### src/design/cpr_ram.sv
// generic simple dual port ram with registered read
module cpr_ram #(
   parameter int WIDTH = 8,
   parameter int DEPTH = 64
) (
   input  logic                     clock,
   input  logic                     wr_en,
   input  logic [$clog2(DEPTH)-1:0] wr_addr,
   input  logic [WIDTH-1:0]         wr_data,
   input  logic [$clog2(DEPTH)-1:0] rd_addr,
   output logic [WIDTH-1:0]         rd_data
);

   logic [WIDTH-1:0] mem_ff [DEPTH];
   logic [WIDTH-1:0] rd_data_ff;

   // write port and registered read port
   always_ff @(posedge clock) begin
      if (wr_en) begin
         mem_ff[wr_addr] <= wr_data;
      end
      rd_data_ff <= mem_ff[rd_addr];
   end

   assign rd_data = rd_data_ff;

endmodule

### config.mk
export PLATFORM = sky130hd
export DESIGN_NAME = cpr_ram
export DESIGN_NICKNAME = d
export VERILOG_FILES = /design/src/design/cpr_ram.sv
export SDC_FILE = /design/constraint.sdc
export NUM_CORES = 1
export LEC_CHECK = 0
export BUFFER_PORTS_ARGS = -buffer_cell sky130_fd_sc_hd__clkbuf_2
export CORE_MARGIN = 2
export CORE_UTILIZATION = 45
export CTS_BUF_LIST = sky130_fd_sc_hd__clkbuf_16
export CTS_CLUSTER_SIZE = 24
export DETAILED_ROUTE_END_ITERATION = 16
export PLACE_DENSITY = 0.66
export SLEW_MARGIN = 0
export SYNTH_ARGS = -nofsm -noshare
export SYNTH_HDL_FRONTEND = slang
export SYNTH_SLANG_ARGS = --single-unit
### constraint.sdc
create_clock -name clock -period 2.6 [get_ports clock]
set_input_delay 0.65 -clock clock [delete_from_list [all_inputs] [get_ports clock]]
set_output_delay 0.65 -clock clock [all_outputs]
set_load 0.02 [all_outputs]
==> flow_metrics.tcl <==
set metrics [dict create \
    tightest_slew_ns 0.988 \
    via_per_inst 5.67 \
    critPathCaptureType "flop" \
    crit_start "rd_addr[2]" \
    path_class "in -> reg" \
    place_congestion 0.820 \
    hold_class "in -> reg" \
    slew_headroom_pct 34.2 \
    grt_remaining_overflow 0 \
    crit_slowest_cell "a221oi_1" \
    hold_path_depth 1 \
    power_frac_seq_pct 54.6 \
    skew_ns 0.0156 \
    synth_top_area_cell "edfxtp_1" \
    ff2ff_setup_slack_ns 0.34 \
    grt_pass1_wl_mm 67.6 \
    ff2ff_path_depth 5 \
    period_minus_slack_ns 2.28 \
    ys_ff_latch 520 \
    p_per_area_nw_per_um2 724 \
    layout.cells.non_filler 1748 \
    fin_crit_sh_pct 87.7 \
    clk_pin_slew_ns 0.06 \
    path_cells "buf_4, buf_12, mux4_2, mux2_2, a221oi_1, buf_4, o2bb2ai_1" \
    final-max-slew-violation-count 0 \
    die_area_sq_um 46500 \
    clk_latency_ns 0.59 \
    regToRegEndpoint "rd_data[0]" \
    status "completed" \
    synth_top_family_by_area "multiplexers" \
    yosys.area.top_type_share_pct 76.2 \
    num_rows 77 \
    crit_required_ns 3.07 \
    synth_xor_area_share_pct 0 \
    synth.area.top_cells "edfxtp_1 76%, mux4_2 14%, nor2_1 1.5%" \
    first_pass_iters 5 \
    crit_path_frequent_cell "buf_4" \
    synth_common_cells "512 x edfxtp_1, 126 x mux4_2, 83 x nor2_1" \
    swShare_pct 20.8 \
    clock-root-buffer "clkbuf_16" \
    seq_area_sq_um 15500 \
    hold_viol_final 0 \
    rr_startpoint "mem_ff[46][0]" \
    cts_tree "done" \
    p_leak_nw 7.70 \
    cp_slowest_stage_delay_ns 0.71 \
    die_h_um 216 \
    synth_area_sq_um 20200 \
    min_from "wr_data[2]" \
    nFillCells 3362 \
    grt_pass1_vias 10200 \
    synth_cell_type_count 40 \
    htree_levels 2 \
    multiInputGateArea_sq_um 4320 \
    drc 0 \
    p_comb_share_pct 5.6 \
    antenna_found_initial 2 \
    initial_core_util_pct 45.6 \
    clock-sinks 520 \
    intPower_mw 13.5 \
    synth-edff-count 512 \
    synthMuxAreaShare_pct 15.9 \
    synth-simple-area-share_pct 3.39 \
    synth_most_common_cell "edfxtp_1" \
    netlist_instances 940 \
    area_delta_synth_final_pct 16.7 \
    max-vdd-ir-drop_v 0.000512 \
    rsz0062_at_grt "false" \
    max_freq_mhz 438 \
    drt_wl_total_mm 45.1 \
    setup_viol 0 \
    synth_compound_area_share_pct 2.07 \
    layout.nets 1140 \
    dpl_cell_area_sq_um 22000 \
    pwr-share-clk_pct 39.8 \
    grt_util_all_layers_pct 20.0 \
    io_buffers 29 \
    hold_end "mem_ff[22][2]" \
    startpoint_type "primary input" \
    post_cts_buffers 0 \
    final_antenna_net_count 0 \
    whs_ns 0.624 \
    holdBufCountCts 0 \
    cts_resized 0 \
    setup_tns_ns 0 \
    core_sq_um 44200 \
    async_flop_share_pct 0 \
    ys_seq_area_share_pct 77.0 \
    yosys_warnings 0 \
    pin_count 30 \
    p_sw_mw 3.54 \
    grt_max_degree 65 \
    syn_nets 962 \
    synth_fa_ha_area_share_pct 0 \
    num_vias 9913 \
    drtIter0Drc 1154 \
    finalInstanceArea_sq_um 23500 \
    clockBufferDepth 3 \
    fp.dieW_um 216 \
    numCtsBuffers 50 \
    synth_flop_cell "edfxtp_1" \
    wl_per_cell_um 25.8 \
    dp_hpwl_mm 29.4 \
    maxCapViolCount 0 \
    crit_fanout 16 \
    drive_gt1_share_pct 32.9 \
    avgSynthCellArea_sq_um 21.5 \
    arrival_ns 2.75 \
    dp_cells 1658 \
]
## logic make-up (layout without fill, tap and decap cells)
logic type      after synthesis  after routing
compound gates               54             54
buf+inv                      51            266
flops                       520            520
mux                         162            162
other cells                   0              1
simple gates                153            153
## cells in the final DEF (no fill, tap or decap), types with 10 or more instances in the layout
master     instances
buf_12            12
buf_4            138
clkbuf_16         53
clkbuf_2          26
clkinv_1          10
edfxtp_1         512
inv_1             17
mux2_2            13
mux2i_1           23
mux4_2           126
nand2_1           19
nand3_1           13
nor2_1            83
nor2b_1           14
## critical path, delay by kind of cell
| family | cells | cell delay [ns] |
|---|---|---|
| compound gates | 2 | 0.77 |
| mux | 2 | 0.60 |
| buf+inv | 3 | 0.69 |
## final cells by class
class	count	share of cell area (%)
clock buffer	53	5.63
antenna	1	0.0106
multi-input combinational	369	18.3
clock inverter	36	0.856
timing repair buffer	177	6.03
sequential	520	66.0
tap	592	3.15
## stage by stage
| step | total power [mW] | utilization, % | setup slack, ns |
|---|---|---|---|
| 2_1_floorplan | 9.98 | - | 0.282 |
| 3_3_place_gp | 10.4 | 49.8 | -0.355 |
| 3_5_place_dp | 10.5 | 49.8 | -0.389 |
| 4_1_cts | 17.2 | 53.2 | 0.221 |
| 5_1_grt | 17.6 | 53.2 | 0.208 |
| 6_report | 17.1 | 53.2 | 0.319 |
## routing by layer
metal / global-route usage (%) / part of all wire (%) / vias up
met5: 0 / 0.024 / -
met4: 7.56 / 3.4 / 2
met3: 4.47 / 6.9 / 86
met2: 30.8 / 47 / 348
met1: 28.1 / 43 / 5198
li1: - / - / 4279
## power groups by stage
stage                     registers, mW  logic (mW)  clock network (mW)
after CTS                          9.32       0.955                6.91
after floorplan                    9.49       0.494                   0
after detailed placement           9.50       0.953                   0
after global placement             9.49       0.938                   0
final                              9.32       0.948                6.79
after global routing               9.32        1.01                7.23
## state kept, by name, indices dropped and copies added (netlist names)
name	flops
mem_ff	512
rd_data	8
## worst max-delay path by stage
stage / endpoint
detailed placement: rd_data[0]
floorplan: rd_data[3]
finish: rd_data[0]
global route: rd_data[0]
global placement: rd_data[0]
CTS: rd_data[0]
Note: power is estimated with default switching activity, not from simulation.
